`src/design/tcp_reno_congestion_window_defines.svh`:
```
// ----------------------------------------------------------------------------
// TCP Reno congestion window - assertion macros
// Concurrent assertion shorthands clocked on clk, disabled during rst_n low.
// ----------------------------------------------------------------------------
`ifndef TCP_RENO_CONGESTION_WINDOW_DEFINES_SVH
`define TCP_RENO_CONGESTION_WINDOW_DEFINES_SVH

`ifndef SYNTHESIS

// same-cycle implication
`define TCPRC_ASSERT_SAME(lbl, ante, cons, msg) \
  lbl: assert property (@(posedge clk) disable iff (!rst_n) (ante) |-> (cons)) \
    else $error(msg);

// next-cycle implication
`define TCPRC_ASSERT_NEXT(lbl, ante, cons, msg) \
  lbl: assert property (@(posedge clk) disable iff (!rst_n) (ante) |=> (cons)) \
    else $error(msg);

`else

`define TCPRC_ASSERT_SAME(lbl, ante, cons, msg)
`define TCPRC_ASSERT_NEXT(lbl, ante, cons, msg)

`endif

`endif

```
`src/design/tcprc_pkg.sv`:
```
// ----------------------------------------------------------------------------
// TCP Reno congestion window - package
// Shared types, command codes, reset values and helper functions.
// ----------------------------------------------------------------------------
`timescale 1ns / 1ps

package tcprc_pkg;

  localparam int unsigned CMD_W     = 3;
  localparam int unsigned WORD_W    = 32;
  localparam int unsigned MSS_W     = 16;
  localparam int unsigned CFG_IDX_W = 1;

  localparam logic [MSS_W-1:0]  MSS_RESET      = 16'd1460;
  localparam logic [WORD_W-1:0] INIT_THR_RESET = 32'd65535;

  typedef enum logic [CMD_W-1:0] {
    CMD_ACK      = 3'd0,
    CMD_LOSS     = 3'd1,
    CMD_FAST_RTX = 3'd2,
    CMD_DUP_ACK  = 3'd3,
    CMD_RCV_ACK  = 3'd4,
    CMD_REINIT   = 3'd5,
    CMD_QUERY    = 3'd6
  } cmd_t;

  typedef enum logic [CFG_IDX_W-1:0] {
    CFG_MSS      = 1'b0,
    CFG_INIT_THR = 1'b1
  } cfg_idx_t;

  typedef enum logic [2:0] {
    ST_IDLE,
    ST_EXEC,
    ST_MUL,
    ST_DIV_START,
    ST_DIV_WAIT,
    ST_CA_COMMIT,
    ST_DONE
  } state_t;

  // controller -> datapath
  typedef struct packed {
    logic latch_in;
    logic exec;
    logic mul;
    logic div_start;
    logic ca_commit;
    logic load_out;
  } ctrl_cmd_t;

  // datapath -> controller
  typedef struct packed {
    logic need_div;
    logic div_done;
  } dp_stat_t;

  function automatic logic [WORD_W-1:0] sat_add(input logic [WORD_W-1:0] a,
                                                input logic [WORD_W-1:0] b);
    logic [WORD_W:0] s;
    s = {1'b0, a} + {1'b0, b};
    return s[WORD_W] ? {WORD_W{1'b1}} : s[WORD_W-1:0];
  endfunction

  // max(v, 2*mss); 2*mss never exceeds 17 bits
  function automatic logic [WORD_W-1:0] floor_thr(input logic [WORD_W-1:0] v,
                                                  input logic [MSS_W-1:0]  mss);
    logic [WORD_W-1:0] lo;
    lo = {{(WORD_W-MSS_W-1){1'b0}}, mss, 1'b0};
    return (v > lo) ? v : lo;
  endfunction

endpackage

```
`src/design/tcprc_in_if.sv`:
```
// ----------------------------------------------------------------------------
// TCP Reno congestion window - event channel
// Valid/ready channel carrying one congestion event per transaction.
// ----------------------------------------------------------------------------
`timescale 1ns / 1ps

interface tcprc_in_if import tcprc_pkg::*; ();
  logic              valid;
  logic              ready;
  logic [CMD_W-1:0]  cmd;
  logic [WORD_W-1:0] acked_bytes;
  logic [WORD_W-1:0] rtx_flight;
  logic              recovery_done;
  logic [WORD_W-1:0] unacked_bytes;
  logic [WORD_W-1:0] seg_bytes;

  modport source (
    output valid, cmd, acked_bytes, rtx_flight, recovery_done,
           unacked_bytes, seg_bytes,
    input  ready
  );

  modport sink (
    input  valid, cmd, acked_bytes, rtx_flight, recovery_done,
           unacked_bytes, seg_bytes,
    output ready
  );
endinterface

```
`src/design/tcprc_out_if.sv`:
```
// ----------------------------------------------------------------------------
// TCP Reno congestion window - result channel
// Valid/ready channel carrying the window state after each event.
// ----------------------------------------------------------------------------
`timescale 1ns / 1ps

interface tcprc_out_if import tcprc_pkg::*; ();
  logic              valid;
  logic              ready;
  logic [WORD_W-1:0] window_bytes;
  logic [WORD_W-1:0] threshold_bytes;
  logic              in_recovery;
  logic              may_send;

  modport source (
    output valid, window_bytes, threshold_bytes, in_recovery, may_send,
    input  ready
  );

  modport sink (
    input  valid, window_bytes, threshold_bytes, in_recovery, may_send,
    output ready
  );
endinterface

```
`src/design/tcprc_div.sv`:
```
// ----------------------------------------------------------------------------
// TCP Reno congestion window - divider
// Radix-2 restoring divider, one quotient bit per cycle.
// ----------------------------------------------------------------------------
`timescale 1ns / 1ps

module tcprc_div import tcprc_pkg::*; (
  input  logic              clk,
  input  logic              rst_n,
  input  logic              start,
  input  logic [WORD_W-1:0] dividend,
  input  logic [WORD_W-1:0] divisor,
  output logic [WORD_W-1:0] quotient,
  output logic              done
);

  localparam int unsigned CNT_W = $clog2(WORD_W);

  logic              busy_r, busy_nxt;
  logic              done_r, done_nxt;
  logic [CNT_W-1:0]  cnt_r, cnt_nxt;
  logic [WORD_W-1:0] rem_r, rem_nxt;
  logic [WORD_W-1:0] quo_r, quo_nxt;
  logic [WORD_W-1:0] dvs_r, dvs_nxt;
  logic [WORD_W:0]   shifted;
  logic [WORD_W:0]   diff;

  assign shifted = {rem_r, quo_r[WORD_W-1]};
  assign diff    = shifted - {1'b0, dvs_r};

  always_comb begin
    busy_nxt = busy_r;
    done_nxt = 1'b0;
    cnt_nxt  = cnt_r;
    rem_nxt  = rem_r;
    quo_nxt  = quo_r;
    dvs_nxt  = dvs_r;
    if (start) begin
      busy_nxt = 1'b1;
      cnt_nxt  = '0;
      rem_nxt  = '0;
      quo_nxt  = dividend;
      dvs_nxt  = divisor;
    end else if (busy_r) begin
      if (diff[WORD_W]) begin
        rem_nxt = shifted[WORD_W-1:0];
        quo_nxt = {quo_r[WORD_W-2:0], 1'b0};
      end else begin
        rem_nxt = diff[WORD_W-1:0];
        quo_nxt = {quo_r[WORD_W-2:0], 1'b1};
      end
      cnt_nxt = cnt_r + 1'b1;
      if (cnt_r == CNT_W'(WORD_W - 1)) begin
        busy_nxt = 1'b0;
        done_nxt = 1'b1;
      end
    end
  end

  always_ff @(posedge clk) begin
    if (!rst_n) begin
      busy_r <= 1'b0;
      done_r <= 1'b0;
      cnt_r  <= '0;
    end else begin
      busy_r <= busy_nxt;
      done_r <= done_nxt;
      cnt_r  <= cnt_nxt;
    end
  end

  always_ff @(posedge clk) begin
    rem_r <= rem_nxt;
    quo_r <= quo_nxt;
    dvs_r <= dvs_nxt;
  end

  assign quotient = quo_r;
  assign done     = done_r;

endmodule

```
`src/design/tcprc_dp.sv`:
```
// ----------------------------------------------------------------------------
// TCP Reno congestion window - datapath
// Window, threshold and recovery state, config registers, event arithmetic,
// mss squaring, divider and the output register.
// ----------------------------------------------------------------------------
`timescale 1ns / 1ps

module tcprc_dp import tcprc_pkg::*; (
  input  logic                 clk,
  input  logic                 rst_n,
  input  ctrl_cmd_t            cmd,
  output dp_stat_t             stat,
  input  logic                 cfg_we,
  input  logic [CFG_IDX_W-1:0] cfg_index,
  input  logic [WORD_W-1:0]    cfg_data,
  input  logic [CMD_W-1:0]     in_cmd,
  input  logic [WORD_W-1:0]    in_acked_bytes,
  input  logic [WORD_W-1:0]    in_rtx_flight,
  input  logic                 in_recovery_done,
  input  logic [WORD_W-1:0]    in_unacked_bytes,
  input  logic [WORD_W-1:0]    in_seg_bytes,
  output logic [WORD_W-1:0]    out_window_bytes,
  output logic [WORD_W-1:0]    out_threshold_bytes,
  output logic                 out_in_recovery,
  output logic                 out_may_send
);

  // config
  logic [MSS_W-1:0]  mss_r;
  logic [WORD_W-1:0] init_thr_r;

  // congestion state
  logic [WORD_W-1:0] window_r, window_nxt;
  logic [WORD_W-1:0] thresh_r, thresh_nxt;
  logic              recov_r, recov_nxt;

  // latched event
  logic [CMD_W-1:0]  op_r;
  logic [WORD_W-1:0] acked_r;
  logic [WORD_W-1:0] flight_r;
  logic              complete_r;
  logic [WORD_W-1:0] inflight_r;
  logic [WORD_W-1:0] seg_r;

  logic              send_ok_r, send_ok_nxt;
  logic [WORD_W-1:0] sq_r;

  // output register
  logic [WORD_W-1:0] win_out_r;
  logic [WORD_W-1:0] thr_out_r;
  logic              recov_out_r;
  logic              send_out_r;

  logic [WORD_W-1:0] mss_w;
  logic [WORD_W-1:0] mss3_w;
  logic [WORD_W-1:0] ss_inc;
  logic [WORD_W-1:0] fr_thr;
  logic [WORD_W-1:0] quo;
  logic [WORD_W-1:0] ca_inc;
  logic              div_done;
  logic              slow_start;

  assign mss_w      = {{(WORD_W-MSS_W){1'b0}}, mss_r};
  assign mss3_w     = (mss_w << 1) + mss_w;
  assign ss_inc     = (acked_r < mss_w) ? acked_r : mss_w;
  assign fr_thr     = floor_thr(flight_r >> 1, mss_r);
  assign slow_start = window_r < thresh_r;
  assign ca_inc     = (quo == '0) ? WORD_W'(1) : quo;

  assign stat.need_div = (op_r == CMD_ACK) && (acked_r != '0) && !slow_start
                         && (window_r != '0);
  assign stat.div_done = div_done;

  tcprc_div u_div (
    .clk      (clk),
    .rst_n    (rst_n),
    .start    (cmd.div_start),
    .dividend (sq_r),
    .divisor  (window_r),
    .quotient (quo),
    .done     (div_done)
  );

  always_comb begin
    window_nxt  = window_r;
    thresh_nxt  = thresh_r;
    recov_nxt   = recov_r;
    send_ok_nxt = send_ok_r;
    if (cmd.exec) begin
      send_ok_nxt = 1'b0;
      unique case (op_r)
        CMD_ACK: begin
          // congestion avoidance with a nonzero window goes to the divider
          if (acked_r != '0) begin
            if (slow_start) begin
              window_nxt = sat_add(window_r, ss_inc);
            end else if (window_r == '0) begin
              window_nxt = WORD_W'(1);
            end
          end
        end
        CMD_LOSS: begin
          thresh_nxt = floor_thr(window_r >> 1, mss_r);
          window_nxt = mss_w;
          recov_nxt  = 1'b0;
        end
        CMD_FAST_RTX: begin
          thresh_nxt = fr_thr;
          window_nxt = sat_add(fr_thr, mss3_w);
          recov_nxt  = 1'b1;
        end
        CMD_DUP_ACK: begin
          if (recov_r) begin
            window_nxt = sat_add(window_r, mss_w);
          end
        end
        CMD_RCV_ACK: begin
          if (recov_r && complete_r) begin
            window_nxt = thresh_r;
            recov_nxt  = 1'b0;
          end
        end
        CMD_REINIT: begin
          window_nxt = mss_w;
          thresh_nxt = floor_thr(init_thr_r, mss_r);
          recov_nxt  = 1'b0;
        end
        CMD_QUERY: begin
          send_ok_nxt = (inflight_r <= window_r) && (seg_r <= window_r - inflight_r);
        end
        default: begin
        end
      endcase
    end else if (cmd.ca_commit) begin
      window_nxt = sat_add(window_r, ca_inc);
    end
  end

  always_ff @(posedge clk) begin
    if (!rst_n) begin
      mss_r      <= MSS_RESET;
      init_thr_r <= INIT_THR_RESET;
      window_r   <= {{(WORD_W-MSS_W){1'b0}}, MSS_RESET};
      thresh_r   <= floor_thr(INIT_THR_RESET, MSS_RESET);
      recov_r    <= 1'b0;
    end else begin
      if (cfg_we) begin
        unique case (cfg_idx_t'(cfg_index))
          CFG_MSS:      mss_r      <= cfg_data[MSS_W-1:0];
          CFG_INIT_THR: init_thr_r <= cfg_data;
          default: begin
          end
        endcase
      end
      window_r <= window_nxt;
      thresh_r <= thresh_nxt;
      recov_r  <= recov_nxt;
    end
  end

  always_ff @(posedge clk) begin
    send_ok_r <= send_ok_nxt;
    if (cmd.latch_in) begin
      op_r       <= in_cmd;
      acked_r    <= in_acked_bytes;
      flight_r   <= in_rtx_flight;
      complete_r <= in_recovery_done;
      inflight_r <= in_unacked_bytes;
      seg_r      <= in_seg_bytes;
    end
    // 16x16 product always fits in one word
    if (cmd.mul) begin
      sq_r <= mss_w * mss_w;
    end
    if (cmd.load_out) begin
      win_out_r   <= window_r;
      thr_out_r   <= thresh_r;
      recov_out_r <= recov_r;
      send_out_r  <= send_ok_r;
    end
  end

  assign out_window_bytes    = win_out_r;
  assign out_threshold_bytes = thr_out_r;
  assign out_in_recovery     = recov_out_r;
  assign out_may_send        = send_out_r;

endmodule

```
`src/design/tcprc_ctrl.sv`:
```
// ----------------------------------------------------------------------------
// TCP Reno congestion window - controller
// Sequences one event at a time and owns the output valid flag.
// ----------------------------------------------------------------------------
`timescale 1ns / 1ps

module tcprc_ctrl import tcprc_pkg::*; (
  input  logic      clk,
  input  logic      rst_n,
  input  logic      in_valid,
  output logic      in_ready,
  output logic      out_valid,
  input  logic      out_ready,
  input  dp_stat_t  stat,
  output ctrl_cmd_t cmd
);

  state_t state_r, state_nxt;
  logic   out_valid_r, out_valid_nxt;
  logic   out_free;

  assign out_free = !out_valid_r || out_ready;

  always_comb begin
    state_nxt = state_r;
    unique case (state_r)
      ST_IDLE:      if (in_valid) state_nxt = ST_EXEC;
      ST_EXEC:      state_nxt = stat.need_div ? ST_MUL : ST_DONE;
      ST_MUL:       state_nxt = ST_DIV_START;
      ST_DIV_START: state_nxt = ST_DIV_WAIT;
      ST_DIV_WAIT:  if (stat.div_done) state_nxt = ST_CA_COMMIT;
      ST_CA_COMMIT: state_nxt = ST_DONE;
      ST_DONE:      if (out_free) state_nxt = ST_IDLE;
      default:      state_nxt = ST_IDLE;
    endcase
  end

  always_comb begin
    cmd           = '0;
    in_ready      = 1'b0;
    unique case (state_r)
      ST_IDLE: begin
        in_ready     = 1'b1;
        cmd.latch_in = in_valid;
      end
      ST_EXEC:      cmd.exec      = 1'b1;
      ST_MUL:       cmd.mul       = 1'b1;
      ST_DIV_START: cmd.div_start = 1'b1;
      ST_DIV_WAIT: begin
      end
      ST_CA_COMMIT: cmd.ca_commit = 1'b1;
      ST_DONE:      cmd.load_out  = out_free;
      default: begin
      end
    endcase
  end

  always_comb begin
    out_valid_nxt = out_valid_r;
    priority if (cmd.load_out) begin
      out_valid_nxt = 1'b1;
    end else if (out_ready) begin
      out_valid_nxt = 1'b0;
    end
  end

  always_ff @(posedge clk) begin
    if (!rst_n) begin
      state_r     <= ST_IDLE;
      out_valid_r <= 1'b0;
    end else begin
      state_r     <= state_nxt;
      out_valid_r <= out_valid_nxt;
    end
  end

  assign out_valid = out_valid_r;

endmodule

```
`src/design/tcp_reno_congestion_window.sv`:
```
// TCP Reno congestion window. Each transaction on the event channel is one
// event (ack, timeout loss, fast retransmit, duplicate ack, recovery ack,
// reinitialize, send query) and yields exactly one result carrying the
// window, threshold and recovery flag after the event, plus the send answer
// for a query. Events run one at a time: most pass EXEC and DONE; an ack
// in congestion avoidance adds MUL, DIV_START, DIV_WAIT (radix-2 divide of
// mss*mss by window) and CA_COMMIT. A finished result sits in an output
// register, so the next event is taken while it waits. Config registers
// (index 0 mss, index 1 initial threshold) are to be written only while
// idle by the user, unenforced; they reach window and threshold at reinit.
`timescale 1ns / 1ps
`include "tcp_reno_congestion_window_defines.svh"

// ----------------------------------------------------------------------------
// TCP Reno congestion window - top level
// Controller plus datapath behind valid/ready event and result channels.
// ----------------------------------------------------------------------------
module tcp_reno_congestion_window import tcprc_pkg::*; (
  input  logic                 clk,
  input  logic                 rst_n,
  tcprc_in_if.sink             in_ch,
  tcprc_out_if.source          out_ch,
  input  logic                 cfg_we,
  input  logic [CFG_IDX_W-1:0] cfg_index,
  input  logic [WORD_W-1:0]    cfg_data
);

  ctrl_cmd_t ctrl_cmd;
  dp_stat_t  dp_stat;

  tcprc_ctrl u_ctrl (
    .clk       (clk),
    .rst_n     (rst_n),
    .in_valid  (in_ch.valid),
    .in_ready  (in_ch.ready),
    .out_valid (out_ch.valid),
    .out_ready (out_ch.ready),
    .stat      (dp_stat),
    .cmd       (ctrl_cmd)
  );

  tcprc_dp u_dp (
    .clk                  (clk),
    .rst_n                (rst_n),
    .cmd                  (ctrl_cmd),
    .stat                 (dp_stat),
    .cfg_we               (cfg_we),
    .cfg_index            (cfg_index),
    .cfg_data             (cfg_data),
    .in_cmd               (in_ch.cmd),
    .in_acked_bytes       (in_ch.acked_bytes),
    .in_rtx_flight        (in_ch.rtx_flight),
    .in_recovery_done     (in_ch.recovery_done),
    .in_unacked_bytes     (in_ch.unacked_bytes),
    .in_seg_bytes         (in_ch.seg_bytes),
    .out_window_bytes     (out_ch.window_bytes),
    .out_threshold_bytes  (out_ch.threshold_bytes),
    .out_in_recovery      (out_ch.in_recovery),
    .out_may_send         (out_ch.may_send)
  );

  `TCPRC_ASSERT_NEXT(a_one_event, in_ch.valid && in_ch.ready, !in_ch.ready, "event accepted while busy")
  `TCPRC_ASSERT_SAME(a_no_overwrite, ctrl_cmd.load_out, !out_ch.valid || out_ch.ready, "result overwritten")
  `TCPRC_ASSERT_SAME(a_one_cmd, 1'b1, $onehot0(ctrl_cmd), "multiple datapath commands")

endmodule

```
`src/flat_wrapper.sv`:
```
// flat-port wrapper written by rule: the top's interface ports become plain ports
module tcp_reno_congestion_window_flat import tcprc_pkg::*;
  (clk, rst_n, cfg_we, cfg_index, cfg_data, in_ch_valid, in_ch_cmd, in_ch_acked_bytes, in_ch_rtx_flight, in_ch_recovery_done, in_ch_unacked_bytes, in_ch_seg_bytes, in_ch_ready, out_ch_valid, out_ch_window_bytes, out_ch_threshold_bytes, out_ch_in_recovery, out_ch_may_send, out_ch_ready);
  tcprc_in_if in_ch_i ();
  tcprc_out_if out_ch_i ();
  input  logic clk;
  input  logic rst_n;
  input  logic cfg_we;
  input  logic [CFG_IDX_W-1:0] cfg_index;
  input  logic [WORD_W-1:0] cfg_data;
  input wire logic [$bits(in_ch_i.valid)-1:0] in_ch_valid;
  input wire logic [$bits(in_ch_i.cmd)-1:0] in_ch_cmd;
  input wire logic [$bits(in_ch_i.acked_bytes)-1:0] in_ch_acked_bytes;
  input wire logic [$bits(in_ch_i.rtx_flight)-1:0] in_ch_rtx_flight;
  input wire logic [$bits(in_ch_i.recovery_done)-1:0] in_ch_recovery_done;
  input wire logic [$bits(in_ch_i.unacked_bytes)-1:0] in_ch_unacked_bytes;
  input wire logic [$bits(in_ch_i.seg_bytes)-1:0] in_ch_seg_bytes;
  output wire logic [$bits(in_ch_i.ready)-1:0] in_ch_ready;
  output wire logic [$bits(out_ch_i.valid)-1:0] out_ch_valid;
  output wire logic [$bits(out_ch_i.window_bytes)-1:0] out_ch_window_bytes;
  output wire logic [$bits(out_ch_i.threshold_bytes)-1:0] out_ch_threshold_bytes;
  output wire logic [$bits(out_ch_i.in_recovery)-1:0] out_ch_in_recovery;
  output wire logic [$bits(out_ch_i.may_send)-1:0] out_ch_may_send;
  input wire logic [$bits(out_ch_i.ready)-1:0] out_ch_ready;
  assign in_ch_i.valid = in_ch_valid;
  assign in_ch_i.cmd = in_ch_cmd;
  assign in_ch_i.acked_bytes = in_ch_acked_bytes;
  assign in_ch_i.rtx_flight = in_ch_rtx_flight;
  assign in_ch_i.recovery_done = in_ch_recovery_done;
  assign in_ch_i.unacked_bytes = in_ch_unacked_bytes;
  assign in_ch_i.seg_bytes = in_ch_seg_bytes;
  assign in_ch_ready = in_ch_i.ready;
  assign out_ch_valid = out_ch_i.valid;
  assign out_ch_window_bytes = out_ch_i.window_bytes;
  assign out_ch_threshold_bytes = out_ch_i.threshold_bytes;
  assign out_ch_in_recovery = out_ch_i.in_recovery;
  assign out_ch_may_send = out_ch_i.may_send;
  assign out_ch_i.ready = out_ch_ready;
  tcp_reno_congestion_window u_core (.clk(clk), .rst_n(rst_n), .in_ch(in_ch_i), .out_ch(out_ch_i), .cfg_we(cfg_we), .cfg_index(cfg_index), .cfg_data(cfg_data));
endmodule
```
`config.mk`:
```
export PLATFORM = sky130hd
export DESIGN_NAME = tcp_reno_congestion_window_flat
export DESIGN_NICKNAME = d
export VERILOG_FILES = /design/src/design/tcprc_pkg.sv /design/src/design/tcprc_in_if.sv /design/src/design/tcprc_out_if.sv /design/src/design/tcprc_div.sv /design/src/design/tcprc_dp.sv /design/src/design/tcprc_ctrl.sv /design/src/design/tcp_reno_congestion_window.sv /design/src/flat_wrapper.sv
export VERILOG_INCLUDE_DIRS = /design/src /design/src/design
export SDC_FILE = /design/constraint.sdc
export NUM_CORES = 2
export LEC_CHECK = 0
export CAP_MARGIN = 10
export CORE_MARGIN = 3
export CORE_UTILIZATION = 25
export CTS_CLUSTER_DIAMETER = 120
export DETAILED_ROUTE_END_ITERATION = 6
export DONT_BUFFER_PORTS = 1
export MAX_ROUTING_LAYER = met4
export SETUP_SLACK_MARGIN = 0.4
export SLEW_MARGIN = 0
export SYNTH_ARGS = -nofsm -noshare
export SYNTH_HDL_FRONTEND = slang
export SYNTH_SLANG_ARGS = --single-unit
```
`constraint.sdc`:
```
create_clock -name clk -period 6.4 [get_ports clk]
set_input_delay 1.28 -clock clk [delete_from_list [all_inputs] [get_ports clk]]
set_output_delay 1.28 -clock clk [all_outputs]
set_load 0.02 [all_outputs]
```
# Yosys cells after proc, flatten, opt, wreduce, memory -nomap -nowiden

Index checks and enable logic that the tools add are counted.

Register bits after elaboration: 451
Bits of input ports: 170
Output and inout port bits: 68
Word-level logic and storage cells: 136

$add $sub $neg: 8
$mul: 1
Magnitude comparators: 7
Eq/ne operators: 22
Mux-type cells: 42
Bitwise logic cells: 3
Reduce and logical (&&, ||, !) cells: 28

Operators by type and width:

| cell                                                 | count |
|---|---|
| two-way mux 32 bit                                   | 17 |
| one-hot mux 32 bit (5 select lines)                  | 1 |
| one-hot mux 32 bit (3 select lines)                  | 1 |
| adder 32 x 32 -> 33 bit                              | 2 |
| less-or-equal comparator 32 bit                      | 2 |
| zero test 32 bit                                     | 2 |
| nonzero test 32 bit                                  | 2 |
| greater-than comparator 31 x 17 -> 1 bit             | 2 |
| two-way mux 31 bit                                   | 2 |
| adder 32 x 16 -> 33 bit                              | 1 |
| subtractor 33 x 32 -> 33 bit                         | 1 |
| adder 31 x 18 -> 32 bit                              | 1 |
| greater-than comparator 32 x 17 -> 1 bit             | 1 |
| less-than comparator 32 x 16 -> 1 bit                | 1 |
| less-than comparator 32 bit                          | 1 |
| multiplier 16 x 16 -> 32 bit                         | 1 |
| subtractor 32 bit                                    | 1 |
| one-hot mux 3 bit (7 select lines)                   | 1 |
| adder 17 x 16 -> 18 bit                              | 1 |
| equality test 3 bit (second input constant)          | 6 |
| two-way mux 1 bit                                    | 15 |
| equality test 3 x 2 -> 1 bit (second input constant) | 4 |
| two-way mux 3 bit                                    | 4 |
| inequality test 3 bit (second input constant)        | 3 |
| 19 further kinds                                     | 38 |

# Longest topological paths before layout

Word-level depth: 8
Mapped depth: 28
Depth with buffers taken out: 25

# Hierarchy

Synthesis repeated with hierarchy kept, for this count alone.

Cell total of the unflattened synthesis: 3928
Area total of the unflattened synthesis: 37310.8 um^2

Modules (own cells, without submodules):

| module     | instances | cells an instance | area an instance (um^2) | sequential area each (um^2) |
|---|---|---|---|---|
| tcprc_dp   | 1         | 3319              | 31192.4                 | 9138.8 |
| tcprc_div  | 1         | 579               | 5875.6                  | 2702.6 |
| tcprc_ctrl | 1         | 30                | 242.7                   | 80.1 |

# Worst setup path after synthesis

OpenSTA, ideal clock, no wires.

Path type: register to register
From: register u_core.u_dp.mss_r[5]
To: register u_core.u_dp.sq_r[30] (data pin)
Library setup time: 0.258 ns
Arrival time: 6.209 ns
Data required time: 6.142 ns
Setup slack: -0.066 ns
Cell stages (with the launch flop): 23
Path buffers: 1
Clock period less this slack: 6.466 ns
Cell sequence: dfxtp_1 -> clkbuf_1 -> clkinv_1 -> nor2_1 -> inv_1 -> fa_1 -> inv_1 -> fa_1 -> fa_1 -> fa_1 -> fa_1 -> inv_1 -> fa_1 -> inv_1 -> ha_1 -> a21o_1 -> a21oi_1 -> a21boi_0 -> o31a_1 -> o211ai_1 -> a21o_1 -> a21oi_1 -> xnor2_1

Longest elaborated chain between the ends: 1

RTL lines:

| item                         | line            | text |
|---|---|---|
| start: declaration           | tcprc_dp.sv:29  | `logic [MSS_W-1:0] mss_r;` |
| start signal: assignment     | tcprc_dp.sv:149 | `CFG_MSS: mss_r <= cfg_data[MSS_W-1:0];` |
| multiplier 16 x 16 -> 32 bit | tcprc_dp.sv:173 | `sq_r <= mss_w * mss_w;` |
| end signal: assignment       | tcprc_dp.sv:173 |  |
| end: declaration             | tcprc_dp.sv:46  | `logic [WORD_W-1:0] sq_r;` |

No other way between the ends.
A chain may end at the register's enable or synchronous reset.

# Worst setup path in the final report

From: register u_core.u_dp.mss_r[10]
To: register u_core.u_dp.sq_r[30] (data pin)

Same word-level chain as after synthesis.

==> summary.md <==
| Metric | Value |
|---|---|
| Run status | completed |
| Yosys reg bits | 449 |
| Sequential-to-total area share from yosys stat | 32.7% |
| Critical path's slowest cell | sky130_fd_sc_hd__fa_1 |
| Via density per instance | 5.13 |
| Final routed DRC violation total | 0 |
| Half-perimeter wire length of the detailed placement result | 101000 um |
| Worst reg2reg startpoint | u_core.u_dp.mss_r[10] |
| Distinct cell type count after synthesis | 86 |
| RSZ-0062 raised after global routing | yes |
| Met2 wirelength from detailed routing | 54900 um |
| Data required time of the critical path | 6.79 ns |
| Highest signal layer in the routed design | met4 |
| Die X | 388 um |
| Clock latency of the later-clocked register in the worst-skew pair | 0.65 ns |
| Pins over their slew limit | 0 |
| Total number of vias | 30400 |
| Share of the cycle needed by the critical path after routing | 93.6% |
| Worst slew pin tran | 1.19 ns |
| Main area contributors after synthesis | sky130_fd_sc_hd__edfxtp_1 (24%), sky130_fd_sc_hd__ha_1 (14%), sky130_fd_sc_hd__fa_1 (10%) |
| Setup clock skew after layout | 0.0662 ns |
| Number of endpoints failing setup at the final stage | 0 |
| Clock transition at the register clock pins on the worst setup and hold paths after CTS | 0.06 ns |
| Number of max-capacitance violations reported | 0 |
| Floorplan Core Area | 144000 um2 |
| Worst max-slew margin expressed relative to the limit | 20.8% |
| Final number of hold-violating endpoints | 0 |
| CTS hold repair buffers | 0 |
| Post-synthesis instance area | 36400 um2 |
| Die Area | 150000 um2 |
| Kind of start point of the critical path | register |
| Shortest clock period the worst path allows after layout | 5.99 ns |
| Layout overhead on the synthesized area | 16.1% |
| Post-layout nets | 4748 |
| First-iteration detailed-routing DRC count | 2968 |
| Critical path type | register to register |
| VDD IR max | 0.336 mV |
| Non-Filler Cell Area, Final | 42300 um2 |
| Crit path launch | u_core.u_dp.mss_r[10] |
| Top-level I/O count | 238 |
| Number of buffers added on ports | 0 |
| Via count of the first global-routing pass | 29000 |
| Post-synth top area cell | sky130_fd_sc_hd__edfxtp_1 |
| Synth cell count leaders | sky130_fd_sc_hd__ha_1 (411), sky130_fd_sc_hd__inv_1 (411), sky130_fd_sc_hd__nand2_1 (392) |
| Library cell appearing most often on the critical path | sky130_fd_sc_hd__fa_1 |
| Signal arrival time at the worst endpoint | 6.38 ns |
| Final Power | 14.9 mW |
| Total power density per cell area | 352 nW/um2 |
| Die H | 388 um |
| Last element of the critical path | u_core.u_dp.sq_r[30] |
| Max Fanout on Critical Path | 4 |
| Average routed wire per standard cell | 21.8 um |
| Clock Tree Root | sky130_fd_sc_hd__clkbuf_16 |
| Critical register-to-register path endpoint | u_core.u_dp.sq_r[30] |
| Cell count of the worst reg-to-reg path | 26 |
| Num rows | 139 |
| Setup total negative slack | 0 ns |
| Overall fraction of global-route tracks in use | 17.0% |
| FILL cells | 15000 |
| Synthesis warning total | 0 |
| CTS Buf Count | 48 |
| Main flop type after synthesis | sky130_fd_sc_hd__edfxtp_1 |
| DRT Wirelength | 129000 um |
| Delay contributed by the slowest stage of the critical path | 0.52 ns |
| Leakage power of the design | 18.2 nW |
| Avg Inst Size Synth | 9.39 um2 |
| Deepest level of the CTS H-tree | 2 |
| DP Area | 39500 um2 |
| Pin count of the biggest net entering global routing | 132 |
| Fraction of final layout cells sized beyond drive strength 1 | 12.4% |
| Async SR Flop Fraction | 0% |
| Worst hold-check path type | register to register |
| Number of antenna violations at the first check in global routing | 1 |
| ANT nets after route | 0 |
| Share of the synthesized area in the top cell type | 24.2% |
| Register-to-Register Setup Slack | 0.41 ns |
| Met3 wire len | 12400 um |
| First-pass GRT wire length | 189000 um |
| Post-Syn Instances | 3878 |
| Post-synth EDFFs | 293 |
| End-of-flow core utilization | 29.3% |
| Endpoint kind of the worst setup timing path | register |
| Stages on worst setup path | 26 |
| Grt total ovfl | 0 |
| Gp weighted congestion | 1.00 |
| Number of buffers and inverters on the critical path | 9 |
| Effective utilization at floorplan | 25.3% |
| DRT Pass-1 Iters | 6 |
| Clock buffer depth | 3 |
| Max Clock Freq | 167 MHz |
| Kind of cell with the highest combined delay on the critical path | adder cells |
| Routed metal-1 wire length | 58300 um |
| CTS tree | built |
| Number of clock sinks | 449 |
## power by group
part           total, mW  leakage, nW  switching (mW)  internal (mW)
logic               7.94         13.4            4.63           3.31
clock network       2.95        0.775            1.33           1.62
registers           3.98         4.00           0.347           3.63
total               14.9         18.2            6.31           8.56
## worst min-delay path by stage
stage / from / end / slack, ns / depth (start not counted)
finish: u_core.u_dp.send_ok_r / u_core.u_dp.out_may_send / 0.42 / 0
global route: u_core.u_dp.send_ok_r / u_core.u_dp.out_may_send / 0.43 / 0
CTS: u_core.u_dp.send_ok_r / u_core.u_dp.out_may_send / 0.42 / 0
detailed placement: u_core.u_dp.send_ok_r / u_core.u_dp.out_may_send / 0.40 / 0
global placement: u_core.u_dp.send_ok_r / u_core.u_dp.out_may_send / 0.41 / 0
floorplan: u_core.u_dp.send_ok_r / u_core.u_dp.out_may_send / 0.40 / 0
## cells in the final DEF (no fill, tap or decap), types with 68 or more instances in the layout
| cell | Yosys | final |
|---|---|---|
| sky130_fd_sc_hd__a21o_1 | 122 | 122 |
| sky130_fd_sc_hd__a21oi_1 | 337 | 327 |
| sky130_fd_sc_hd__buf_4 | 3 | 187 |
| sky130_fd_sc_hd__dfxtp_1 | 156 | 141 |
| sky130_fd_sc_hd__edfxtp_1 | 293 | 293 |
| sky130_fd_sc_hd__fa_1 | 186 | 181 |
| sky130_fd_sc_hd__ha_1 | 411 | 392 |
| sky130_fd_sc_hd__inv_1 | 411 | 392 |
| sky130_fd_sc_hd__nand2_1 | 392 | 389 |
| sky130_fd_sc_hd__nand3_1 | 71 | 68 |
| sky130_fd_sc_hd__nor2_1 | 194 | 170 |
| sky130_fd_sc_hd__o21ai_0 | 174 | 166 |
| sky130_fd_sc_hd__xnor2_1 | 108 | 107 |
| sky130_fd_sc_hd__xor2_1 | 78 | 78 |
## cells by family after synthesis
family	count (synthesis)	synth area share (%)
multiplexers	65	1.89
AND/OR/NAND/NOR	994	12.8
adder cells (fa/ha/maj)	597	24.3
XOR/XNOR	186	4.47
flip-flops	449	32.7
buffers and inverters	590	6.14
other	1	0.0103
AO/OA/AOI/OAI	996	17.6
## area by class of cell
cell class | count | area, um2 | area share, %
Clock inverter | 34 | 410 | 0.971
Antenna cell | 4 | 10.0 | 0.0237
Clock buffer | 55 | 1230 | 2.90
Sequential cell | 449 | 12000 | 28.3
Timing Repair Buffer | 208 | 1700 | 4.01
Tap cell | 1903 | 2380 | 5.63
Multi-Input combinational cell | 2854 | 23000 | 54.3
Inverter | 420 | 1630 | 3.86
## through the flow
stage / setup WS (ns) / hold WS [ns] / std cells
2_1_floorplan: 0.407 / 0.400 / 3893
5_1_grt: 0.234 / 0.428 / 5923
3_5_place_dp: -0.00283 / 0.405 / 5781
4_1_cts: 0.365 / 0.420 / 5883
6_report: 0.412 / 0.420 / 5927
3_3_place_gp: 0.0570 / 0.415 / 5781
## routing by layer
metal	track usage [%]	vias up
li1	-	14000
met5	-	-
met1	23.5	14900
met4	4.25	0
met2	24.8	1289
met3	4.04	212
## sequential cells by signal (all words and copies together) (netlist names), 3 cells and up
name,flops
u_core.u_dp.sq_r,31
u_core.u_dp.inflight_r,32
u_core.u_dp.init_thr_r,32
u_core.u_dp.acked_r,32
u_core.u_dp.u_div.cnt_r,5
u_core.u_dp.u_div.dvs_r,32
u_core.u_dp.out_window_bytes,32
u_core.u_dp.window_r,32
u_core.u_dp.op_r,3
u_core.u_dp.flight_r,31
u_core.u_dp.u_div.quotient,32
u_core.u_dp.u_div.rem_r,32
u_core.u_dp.mss_r,16
u_core.u_ctrl.state_r,3
u_core.u_dp.out_threshold_bytes,32
u_core.u_dp.seg_r,32
u_core.u_dp.thresh_r,32
## what timing repair did
item,in CTS,in global routing
pin swaps,10,58
endpoints found under the setup margin,25,44
gates resized for setup,52,130
buffers inserted,13,40
(Power assumes the default switching activity.)
